File: src/rtl/core/cbdc_pkg.sv
`default_nettype none
package cbdc_pkg;

   localparam int MaxStringBytes = 256;

   localparam logic [2:0] MODE_ASCII   = 3'd0;
   localparam logic [2:0] MODE_EUC     = 3'd2;
   localparam logic [2:0] MODE_EBCDIC  = 3'd4;
   localparam logic [2:0] MODE_EBCDIK  = 3'd5;
   localparam logic [2:0] MODE_RAW_TOP = 3'd7;

   typedef enum logic [1:0] {
      KIND_NONE = 2'd0,
      KIND_LEAD = 2'd1,
      KIND_KANA = 2'd2
   } kind_type;

   // One classified request: up to two result bytes and their flags.
   typedef struct packed {
      logic       two;
      logic [7:0] byte0;
      logic       valid0;
      logic [7:0] byte1;
      logic       eos;
   } work_type;

   localparam logic [2047:0] EbcdicRom =
      2048'h0000000000000000000000000000000000000000000000000000000000000000000000000000000000000000000000000000000000000000000000000000000020000000000000000000002e3c282b7c2600000000000000000021242a293b002d2f0000000000000000002c255f3e3f000000000000000000603a2340273d2200616263646566676869000000000000006a6b6c6d6e6f707172000000000000007e737475767778797a000000000000000000000000000000000000000000007b4142434445464748490000000000007d4a4b4c4d4e4f5051520000000000005c00535455565758595a00000000000030313233343536373839000000000000;
   localparam logic [2047:0] EbcdikRom =
      2048'h0000000000000000000000000000000000000000000000000000000000000000000000000000000000000000000000000000000000000000000000000000000020a1a2a3a4a5a6a7a8a9002e3c282b7c26aaabacadaeaf00b000215c2a293b002d2f0000000000000000002c255f3e3f000000000000000000603a2340273d2200b1b2b3b4b5b6b7b8b9ba00bbbcbdbebfc0c1c2c3c4c5c6c7c8c90000cacbcc0000cdcecfd0d1d2d3d4d500d6d7d8d900000000000000000000dadbdcdddedf00414243444546474849000000000000004a4b4c4d4e4f5051520000000000002400535455565758595a00000000000030313233343536373839000000000000;

   function automatic logic [7:0] rom_read(input logic [2047:0] rom, input logic [7:0] b);
      logic [7:0] t;
      t = rom[2047 - 8*b -: 8];
      return t;
   endfunction

   function automatic logic [7:0] ascii_show(input logic [7:0] b);
      return (b >= 8'h20 && b <= 8'h7e) ? b : 8'h2e;
   endfunction

endpackage
`default_nettype wire

File: src/rtl/core/cbdc_front.sv
`default_nettype none
module cbdc_front
   import cbdc_pkg::*;
#(
   parameter int MAX_STRING_BYTES = MaxStringBytes
) (
   input  wire logic       clock,
   input  wire logic       reset,
   input  wire logic       csr_write_enable,
   input  wire logic [2:0] csr_charset_mode,
   input  wire logic       req_valid,
   output logic            req_ready,
   input  wire logic [7:0] req_data_byte,
   input  wire logic       req_last_byte,
   output logic            wk_valid,
   input  wire logic       wk_ready,
   output work_type        wk_data
);
   localparam int CW = $clog2(MAX_STRING_BYTES + 1);

   logic [2:0]    mode_ff;
   kind_type      kind_ff, kind_in;
   logic [7:0]    lead_ff, lead_in;
   logic [CW-1:0] seen_ff, seen_in;
   logic          drop_ff, drop_in;
   logic          fire;
   logic          at_end;
   logic [1:0]    cnt;
   logic [7:0]    o0, o1;
   logic          v0;
   logic [7:0]    hi, lo, t, s, rb;
   logic          fresh;

   // The front stalls only on the queue; a two byte request is one entry.
   assign req_ready = wk_ready;
   assign wk_valid  = req_valid;
   assign fire      = req_valid && wk_ready;

   always_comb begin
      kind_in = kind_ff;
      lead_in = lead_ff;
      seen_in = seen_ff;
      drop_in = drop_ff;
      cnt = 2'd0;
      o0 = 8'h00;
      o1 = 8'h00;
      v0 = 1'b1;
      at_end = 1'b0;
      fresh = 1'b1;
      hi = lead_ff - 8'h80;
      lo = req_data_byte - 8'h80;
      if (!hi[0]) lo = lo + 8'h7e;
      else if (lo < 8'h60) lo = lo + 8'h1f;
      else lo = lo + 8'h20;
      t = (hi - 8'h21) >> 1;
      s = t + 8'h81;
      if (s > 8'h9f) s = t + 8'hc1;
      rb = (mode_ff == MODE_EBCDIC) ? rom_read(EbcdicRom, req_data_byte)
                                    : rom_read(EbcdikRom, req_data_byte);
      if (!drop_ff) begin
         if (seen_ff < CW'(MAX_STRING_BYTES)) seen_in = seen_ff + 1'b1;
         at_end = req_last_byte || (seen_in >= CW'(MAX_STRING_BYTES));
         if (at_end && !req_last_byte) drop_in = 1'b1;
         kind_in = KIND_NONE;
         if (mode_ff == MODE_EUC) begin
            if (kind_ff == KIND_LEAD) begin
               if (req_data_byte >= 8'ha1 && req_data_byte <= 8'hfe) begin
                  o0 = s; o1 = lo; cnt = 2'd2; fresh = 1'b0;
               end else begin
                  o0 = 8'h2e; cnt = 2'd1;
               end
            end else if (kind_ff == KIND_KANA) begin
               if (req_data_byte >= 8'ha1 && req_data_byte <= 8'hdf) begin
                  o0 = req_data_byte; cnt = 2'd1; fresh = 1'b0;
               end else begin
                  o0 = 8'h8e; cnt = 2'd1;
               end
            end
            if (fresh) begin
               if (req_data_byte >= 8'ha1 && req_data_byte <= 8'hfe) begin
                  if (at_end) begin
                     if (cnt == 2'd0) o0 = 8'h2e; else o1 = 8'h2e;
                     cnt = cnt + 2'd1;
                  end else begin
                     kind_in = KIND_LEAD;
                     lead_in = req_data_byte;
                  end
               end else if (req_data_byte == 8'h8e) begin
                  if (!at_end) kind_in = KIND_KANA;
               end else begin
                  if (cnt == 2'd0) o0 = ascii_show(req_data_byte);
                  else o1 = ascii_show(req_data_byte);
                  cnt = cnt + 2'd1;
               end
            end
         end else begin
            cnt = 2'd1;
            case (mode_ff)
               MODE_ASCII:  o0 = ascii_show(req_data_byte);
               MODE_EBCDIC,
               MODE_EBCDIK: o0 = (rb != 8'h00) ? rb : 8'h2e;
               default:     o0 = req_data_byte;
            endcase
         end
      end
      if (req_last_byte) begin
         if (cnt == 2'd0) begin
            v0 = 1'b0; o0 = 8'h00; cnt = 2'd1;
         end
         kind_in = KIND_NONE;
         lead_in = 8'h00;
         seen_in = '0;
         drop_in = 1'b0;
      end
   end

   // A request that yields nothing and is not last still passes as a
   // zero-length entry; the back end discards it.
   always_comb begin
      wk_data.two    = (cnt == 2'd2);
      wk_data.byte0  = o0;
      wk_data.valid0 = v0 && (cnt != 2'd0);
      wk_data.byte1  = o1;
      wk_data.eos    = req_last_byte;
   end

   always_ff @(posedge clock) begin
      if (reset) begin
         mode_ff <= MODE_ASCII;
         kind_ff <= KIND_NONE;
         lead_ff <= 8'h00;
         seen_ff <= '0;
         drop_ff <= 1'b0;
      end else begin
         if (fire) begin
            kind_ff <= kind_in;
            lead_ff <= lead_in;
            seen_ff <= seen_in;
            drop_ff <= drop_in;
         end
         if (csr_write_enable) begin
            mode_ff <= csr_charset_mode;
            kind_ff <= KIND_NONE;
            lead_ff <= 8'h00;
         end
      end
   end
endmodule
`default_nettype wire

File: src/rtl/core/cbdc_queue.sv
`default_nettype none
module cbdc_queue
   import cbdc_pkg::*;
(
   input  wire logic     clock,
   input  wire logic     reset,
   input  wire logic     in_valid,
   output logic          in_ready,
   input  wire work_type in_data,
   output logic          out_valid,
   input  wire logic     out_ready,
   output work_type      out_data
);
   // Two-entry queue; full throughput with registered ready.
   work_type   mem_ff [2];
   logic       wp_ff, rp_ff;
   logic [1:0] cnt_ff;
   logic       push, pop;

   assign in_ready  = (cnt_ff != 2'd2);
   assign out_valid = (cnt_ff != 2'd0);
   assign out_data  = mem_ff[rp_ff];
   assign push = in_valid && in_ready;
   assign pop  = out_valid && out_ready;

   always_ff @(posedge clock) begin
      if (push) mem_ff[wp_ff] <= in_data;
   end

   always_ff @(posedge clock) begin
      if (reset) begin
         wp_ff <= 1'b0; rp_ff <= 1'b0; cnt_ff <= 2'd0;
      end else begin
         if (push) wp_ff <= !wp_ff;
         if (pop) rp_ff <= !rp_ff;
         cnt_ff <= cnt_ff + {1'b0, push} - {1'b0, pop};
      end
   end

`ifndef ASSERT_OFF
   a_no_overflow: assert property (@(posedge clock) disable iff (reset)
      cnt_ff == 2'd2 |-> !push) else $error("queue overflow");
   a_no_underflow: assert property (@(posedge clock) disable iff (reset)
      cnt_ff == 2'd0 |-> !pop) else $error("queue underflow");
   a_count_step: assert property (@(posedge clock) disable iff (reset)
      push && !pop |=> cnt_ff == $past(cnt_ff) + 2'd1) else $error("count");
`endif
endmodule
`default_nettype wire

File: src/rtl/core/cbdc_back.sv
`default_nettype none
module cbdc_back
   import cbdc_pkg::*;
(
   input  wire logic       clock,
   input  wire logic       reset,
   input  wire logic       wk_valid,
   output logic            wk_ready,
   input  wire work_type   wk_data,
   output logic            rsp_valid,
   input  wire logic       rsp_ready,
   output logic [7:0]      rsp_out_byte,
   output logic            rsp_out_valid,
   output logic            rsp_end_of_string
);
   logic second_ff;
   logic empty;
   logic final_beat;

   // Entries with no byte and no end marker are dropped without a beat.
   assign empty      = !wk_data.valid0 && !wk_data.eos;
   assign final_beat = !wk_data.two || second_ff;
   assign rsp_valid  = wk_valid && !empty;
   assign wk_ready   = empty || (rsp_ready && final_beat);
   assign rsp_out_byte      = second_ff ? wk_data.byte1 : wk_data.byte0;
   assign rsp_out_valid     = second_ff ? 1'b1 : wk_data.valid0;
   assign rsp_end_of_string = wk_data.eos && final_beat;

   always_ff @(posedge clock) begin
      if (reset) begin
         second_ff <= 1'b0;
      end else if (rsp_valid && rsp_ready) begin
         second_ff <= wk_data.two && !second_ff;
      end
   end

`ifndef ASSERT_OFF
   a_second_only_pair: assert property (@(posedge clock) disable iff (reset)
      second_ff |-> wk_valid && wk_data.two) else $error("stray second beat");
   a_second_follows: assert property (@(posedge clock) disable iff (reset)
      rsp_valid && rsp_ready && wk_data.two && !second_ff |=> second_ff)
      else $error("pair lost");
   a_eos_on_final: assert property (@(posedge clock) disable iff (reset)
      rsp_valid && rsp_end_of_string |-> final_beat) else $error("early eos");
`endif
endmodule
`default_nettype wire

File: src/rtl/core/charset_byte_display_converter_top.sv
`default_nettype none
// Channel   Direction  Handshake            Payload
// request   in         req_valid/req_ready  req_data_byte, req_last_byte
// result    out        rsp_valid/rsp_ready  rsp_out_byte, rsp_out_valid,
//                                           rsp_end_of_string
// csr       in         csr_write_enable     csr_charset_mode
//
// One request is accepted per cycle while the two-entry queue has room.
// A request yields zero, one or two result beats; two come when it completes
// a Shift-JIS pair or flushes a held byte, and the back then sends both in
// order on the result port before it takes the next entry. The first result of a request
// can leave in the cycle after it is accepted.
// Reset is synchronous and active high; mode returns to ASCII.
// The front and the back stall independently through the queue.
module charset_byte_display_converter_top
   import cbdc_pkg::*;
#(
   parameter int MAX_STRING_BYTES = MaxStringBytes
) (
   input  wire logic       clock,
   input  wire logic       reset,
   input  wire logic       csr_write_enable,
   input  wire logic [2:0] csr_charset_mode,
   input  wire logic       req_valid,
   output logic            req_ready,
   input  wire logic [7:0] req_data_byte,
   input  wire logic       req_last_byte,
   output logic            rsp_valid,
   input  wire logic       rsp_ready,
   output logic [7:0]      rsp_out_byte,
   output logic            rsp_out_valid,
   output logic            rsp_end_of_string
);
   // The front converts each request into a queue entry holding its results.
   work_type f_data, b_data;
   logic     f_valid, f_ready, b_valid, b_ready;

   cbdc_front #(.MAX_STRING_BYTES(MAX_STRING_BYTES)) u_front (
      .clock, .reset, .csr_write_enable, .csr_charset_mode,
      .req_valid, .req_ready, .req_data_byte, .req_last_byte,
      .wk_valid(f_valid), .wk_ready(f_ready), .wk_data(f_data)
   );

   cbdc_queue u_queue (
      .clock, .reset,
      .in_valid(f_valid), .in_ready(f_ready), .in_data(f_data),
      .out_valid(b_valid), .out_ready(b_ready), .out_data(b_data)
   );

   // The back serializes each entry onto the result port, one byte a cycle while rsp_ready is high.
   cbdc_back u_back (
      .clock, .reset,
      .wk_valid(b_valid), .wk_ready(b_ready), .wk_data(b_data),
      .rsp_valid, .rsp_ready, .rsp_out_byte, .rsp_out_valid, .rsp_end_of_string
   );
endmodule
`default_nettype wire
File: config.mk
export PLATFORM = sky130hd
export DESIGN_NAME = charset_byte_display_converter_top
export DESIGN_NICKNAME = d
export VERILOG_FILES = /design/src/rtl/core/cbdc_pkg.sv /design/src/rtl/core/cbdc_front.sv /design/src/rtl/core/cbdc_queue.sv /design/src/rtl/core/cbdc_back.sv /design/src/rtl/core/charset_byte_display_converter_top.sv
export SDC_FILE = /design/constraint.sdc
export NUM_CORES = 1
export LEC_CHECK = 0
export ABC_AREA = 1
export ABC_CLOCK_PERIOD_IN_PS = 6700
export BUFFER_PORTS_ARGS = -buffer_cell sky130_fd_sc_hd__clkbuf_2
export CAP_MARGIN = 20
export CORE_ASPECT_RATIO = 1.2
export CORE_MARGIN = 2
export CORE_UTILIZATION = 30
export CTS_BUF_LIST = sky130_fd_sc_hd__clkbuf_16
export CTS_CLUSTER_SIZE = 28
export DETAILED_ROUTE_END_ITERATION = 6
export HOLD_SLACK_MARGIN = 0.15
export PLACE_DENSITY = 0.54
export RECOVER_POWER = 100
export SLEW_MARGIN = 30
export SYNTH_ARGS = -nofsm -noshare
export SYNTH_HDL_FRONTEND = slang
export SYNTH_SLANG_ARGS = --single-unit
File: constraint.sdc
create_clock -name clock -period 6.7 [get_ports clock]
set_input_delay 1.005 -clock clock [delete_from_list [all_inputs] [get_ports clock]]
set_output_delay 1.005 -clock clock [all_outputs]
set_load 0.05 [all_outputs]
Word level (Yosys, flattened, before mapping). Memory sizes are Yosys's and may differ from the RTL's. A register that Yosys moved wholly into a read port is not among the register bits. Index checks and enable logic that the tools add are counted.

ROM bits: 0. Memories kept: 1. Logic and storage cells: 160. Latch bits: 0. Register bits: 28. Bits of input ports: 17. Memory bits (writable): 38.

Memory list: u_queue.mem_ff (words 2, bits a word 19, read ports 1, clocked after memory_dff 1, wr ports 1, line cbdc_queue.sv:15) `work_type mem_ff [2];`.

Muxes and demuxes: 79. Reductions and logical operators: 37. Order comparisons: 9. Eq/ne operators: 10. Multiply operators: 0. Divide/modulo/power cells: 0. Add/sub/neg operators: 13. Shift-type cells: 2. Bitwise gates (word level): 0.

Operators with widths (count): $shiftx 2055x33->8 const A (2); $mux 8 (37); $mux 2 (19); $mux 9 (4); $mux 1 (18); $add 7x8->8 const B (2); $le 8x8->1 const B (2); $pmux 8 s2 (1); $sub 8x8->8 const B (2); $logic_and 1x1->1 (13); $sub 11x11->12 const A (1); $reduce_bool 2->1 (5); $add 9x1->9 const B (1); $ge 9x9->1 const B (1); $lt 9x9->1 const B (1); $add 8x5->8 const B (1); $add 8x6->8 const B (1); $add 8x7->8 const B (1); $eq 8x8->1 const B (1); $ge 8x6->1 const B (1); $ge 8x8->1 const B (1); $gt 8x8->1 const B (1); $le 8x7->1 const B (1); $logic_not 1->1 (8); other kinds (17) (25).

Longest topological paths before layout.
Depth after elaboration: 17. Gate-level depth with buffers: 24. Gate-level depth less buffers: 23.

Cells and area by module. From an unflattened synthesis, not the netlist that was laid out.

Cell total of the unflattened synthesis: 1002. Area total of the unflattened synthesis: 6470.0 sq um.

Modules (own cells, without submodules): cbdc_front (cells each 864, sequential area each 460.4 sq um, area an instance 4594.4 sq um, times used 1); cbdc_queue (cells each 95, sequential area each 1241.2 sq um, area an instance 1669.1 sq um, times used 1); cbdc_back (cells each 43, sequential area each 20.0 sq um, area an instance 206.4 sq um, times used 1).

Worst setup path before layout. Ideal clock, no wire load.

Path type: input -> register. From: input port req_data_byte[1]. To: memory u_queue.mem_ff[0][11] in the netlist's numbering (data pin). Data arrival time: 2.953 ns. Stages on the path: 18. Library setup time: 0.264 ns. Slack: 3.484 ns. Data required time: 6.436 ns. Cells stage by stage: buf_4 -> inv_2 -> buf_2 -> ha_1 -> inv_1 -> nor2_4 -> nand3_2 -> nand3_2 -> nand2_2 -> nand2_2 -> buf_6 -> inv_2 -> nand3_1 -> nand3_1 -> a21oi_2 -> a21oi_4 -> o21ai_1 -> a21oi_1.

RTL lines: from (decl) (line charset_byte_display_converter_top.sv:26) `input wire logic [7:0] req_data_byte,`; to (decl) (line cbdc_queue.sv:15).

Final worst setup path.
From: input port req_data_byte[1]. To: register u_front.lead_ff[4].

Cells in the longest elaborated chain, start to end: 9. Elaborated cells between the ends (all ways): 14. Those cells by class: order compare (3); mux (6); reduce/logical (5).

Ends and longest elaborated chain: $ge 8x8->1 or $le 8x8->1 (tied branches) (line cbdc_front.sv:67, cbdc_front.sv:73, cbdc_front.sv:80); $logic_and 1x1->1 (line cbdc_front.sv:73) `if (req_data_byte >= 8'ha1 && req_data_byte <= 8'hdf) begin`; $mux 1 (line cbdc_front.sv:73); $mux 1 (line cbdc_front.sv:72) `end else if (kind_ff == KIND_KANA) begin`; $mux 1 (line cbdc_front.sv:66) `if (kind_ff == KIND_LEAD) begin`; $mux 1 (line cbdc_front.sv:65) `if (mode_ff == MODE_EUC) begin`; $mux 1 (line cbdc_front.sv:60) `if (!drop_ff) begin`; $reduce_bool 2->1 (no line); $reduce_and 6->1 (no line) (*); to (signal assigned) (line cbdc_front.sv:137) `lead_ff <= lead_in;`; to (decl) (line cbdc_front.sv:23) `logic [7:0] lead_ff, lead_in;`.

Every way passes the cells marked *; elsewhere a longest branch is shown, timed or not. The select of a mux whose other input is x is not followed. A chain may end at the register's enable or synchronous reset.

==> results.toml <==
[routing]
ant_nets = 0
drt_pass1_iterations = 5
wirelength_um = 22100
via_per_inst = 5.39
drc = 0
num_vias = 6788
wire_per_inst_um = 17.6
drt_iter0_drc = 560

[timing]
finalHoldViolCount = 0
tns_ns = 0
setup_viol = 0
slew_headroom_pct = -12.5
skew_ns = 0.0112
fmax_ghz = 0.194
rsz0062_at_grt = "no"
fin_crit_ns = 5.15
period_share_pct = 76.8
worst_slew_pin_slew_ns = 1.69
slew_viol_final = 32

[power]
vdd_drop_max_uv = 197
power_uw = 1610
power_density_nw_per_um2 = 236
power_leakage_uw = 0.00303

[final_layout]
multi_input_area_um2 = 3960
finish.utilization_pct = 32.9
syn_to_final_growth_pct = 8.63
diodes = 0
final-seq-area_um2 = 1720
nets = 1031
layout-drive-gt1-share_pct = 8.19
fill_cells = 2329

[critical_path]
path_cells = "clkbuf_1 -> inv_1 -> ha_1 -> inv_1 -> nor2_4 -> nand3_2 -> nand3_2 -> nand2_1 -> nand2_2 -> nor4_4 -> nor2_2 -> nand2_1 -> a21oi_1"
path_class = "input pin to flop"
path_buf_inv = 3
reg2reg_from = "u_front.mode_ff[0]"
cp_slowest_stage_delay_ns = 1.19
critPathTopFamily = "buffers and inverters"
start_kind = "input pin"
end_kind = "flop"
path_max_fanout = 31
cp.arrival_ns = 5.35
ff2ff_path_depth = 20
crit_slowest_cell = "clkbuf_1"
rr_endpoint = "u_queue.mem_ff[1][11]"
ff2ff_setup_slack_ns = 3.38
cp.required_ns = 6.90

[die]
die_h_um = 163
core_area_um2 = 20800
start_util_pct = 30.3
fp-row-count = 58
die_w_um = 136
io-pin-count = 29
dieArea_um2 = 22200

[clock_tree]
cts-hold-fix-buffers = 0
path_clk_slew_ns = 0.06
cts_setup_buffers = 0
cts_sinks = 67
cts-root-buf = "clkbuf_16"
cts_buffers = 9
cts_resized = 0
cts_tree = "done"
cts_max_path_buffers = 2
htreeDepth = 3
insertion_delay_ns = 0.33

[logic_synthesis]
post-synth-top-area-cell = "edfxtp_1"
avgSynthCellArea_um2 = 6.46
ys_ff_latch = 67
yosysMostFrequentCell = "nand2_1"
syn_inst = 977
synth.area.top_cells = "edfxtp_1 18%, nand2_1 16%, dfxtp_1 9.2%"
synth_async_sr_flop_share_pct = 0
yosysSeqAreaShare_pct = 27.3
ys_types = 54
synth_area_um2 = 6310
synth_top_area_share_pct = 18.1
syn-num-nets = 1024
synth_edf_count = 38
synth_commonest_cells = "269 x nand2_1, 111 x nor2_1, 80 x inv_1"
yosysWarnings = 0
ys.flop_type = "edfxtp_1"

[hold_path]
whs_path_depth = 1
worstHoldStart = "u_queue.rp_ff"
hold_path.class = "flop to flop"

[placed_design]
dp_hpwl_um = 16300
place.gp.congestion = 1.00
numPortBuffers = 28

[outcome]
status = "finished, violations left"
violations = "max-capacitance violations, max-slew violations"

[grt]
grt_pass1_vias = 6542
grt_pass1_wl_um = 35000
antenna_found_initial = 0
grt_usage_pct = 20.2
grt_max_degree = 38
gr-total-overflow = 0

[run]
maxCapViolations = 1
-- sequential cells by signal (all words and copies together) (netlist names), named ones only --
signal,count
u_front.lead_ff,8
u_queue.cnt_ff,2
u_queue.rp_ff,1
u_queue.wp_ff,1
u_front.drop_ff,1
u_front.seen_ff,9
u_front.kind_ff,2
u_back.second_ff,1
u_front.mode_ff,3
u_queue.mem_ff,38
-- cells in the final DEF, fill, tap and decap left out, types with 8 or more instances in the layout --
cell       netlist  final
nand3_1         77     77
nand2_1        269    271
clkbuf_2         0     13
o21ai_0         73     74
o21ai_1          9      8
a21oi_1         76     76
nand4_1         13     13
clkbuf_1         7     18
ha_1            30     30
edfxtp_1        38     38
o22ai_1         12     12
inv_2           20     16
nor3_1          11     11
dfxtp_1         29     29
inv_1           80     84
nor2_1         111    112
xor2_1          11     11
clkbuf_16        0      9
-- per-layer routing --
layer | routed length (um) | part of all wire [%] | GRT usage [%]
met5 | 0 | 0 | 0
met4 | 857 | 3.9 | 9.52
met3 | 1420 | 6.4 | 2.96
met2 | 10500 | 48 | 34.2
met1 | 9300 | 42 | 25.2
-- metrics by stage --
step	hold WS (ns)	instances	cell area [um2]	worst slack, ns
after global routing	0.487	1259	6850	1.23
after detailed placement	0.448	1243	6600	2.48
after CTS	0.457	1259	6890	2.79
after floorplan	0.426	977	6310	3.48
after global placement	0.437	1243	6600	2.51
final	0.455	1259	6850	1.55
-- report_power, final --
| part | leakage (uW) | internal, uW | switching [uW] |
|---|---|---|---|
| sequential | 0.000597 | 500 | 26.0 |
| clock | 0.000144 | 283 | 163 |
| combinational | 0.00229 | 152 | 490 |
| total | 0.00303 | 935 | 679 |
-- worst max-delay path by stage --
stage	from	end	slack, ns	cells after the start
after floorplan	req_data_byte[1]	u_queue.mem_ff[0][11]	3.48	18
after global placement	req_data_byte[1]	u_queue.mem_ff[0][12]	2.51	20
after detailed placement	req_data_byte[1]	u_queue.mem_ff[0][11]	2.48	20
after CTS	req_data_byte[1]	u_queue.mem_ff[1][11]	2.79	20
after global routing	req_data_byte[1]	u_queue.mem_ff[1][11]	1.23	19
final	req_data_byte[1]	u_front.lead_ff[4]	1.55	13
-- cell families after synthesis --
group | after synthesis | share of synthesized area (%)
AOI/OAI and AO/OA | 203 | 18.3
xor gates and xnor gates | 14 | 1.94
adders and majority gates | 30 | 5.95
buffers and inverters | 141 | 9.76
DFF | 67 | 27.3
muxes | 2 | 0.317
and+or+nand+nor | 520 | 36.4
-- cell type report --
| type | count | share of cell area [%] |
|---|---|---|
| clock inverter | 7 | 0.877 |
| multi-input combinational | 769 | 57.8 |
| clock buffer | 9 | 3.29 |
| timing repair buffer | 34 | 2.26 |
| tap | 270 | 4.93 |
| inverter | 103 | 5.68 |
| sequential | 67 | 25.1 |
Power figures use the tool's default switching activity.
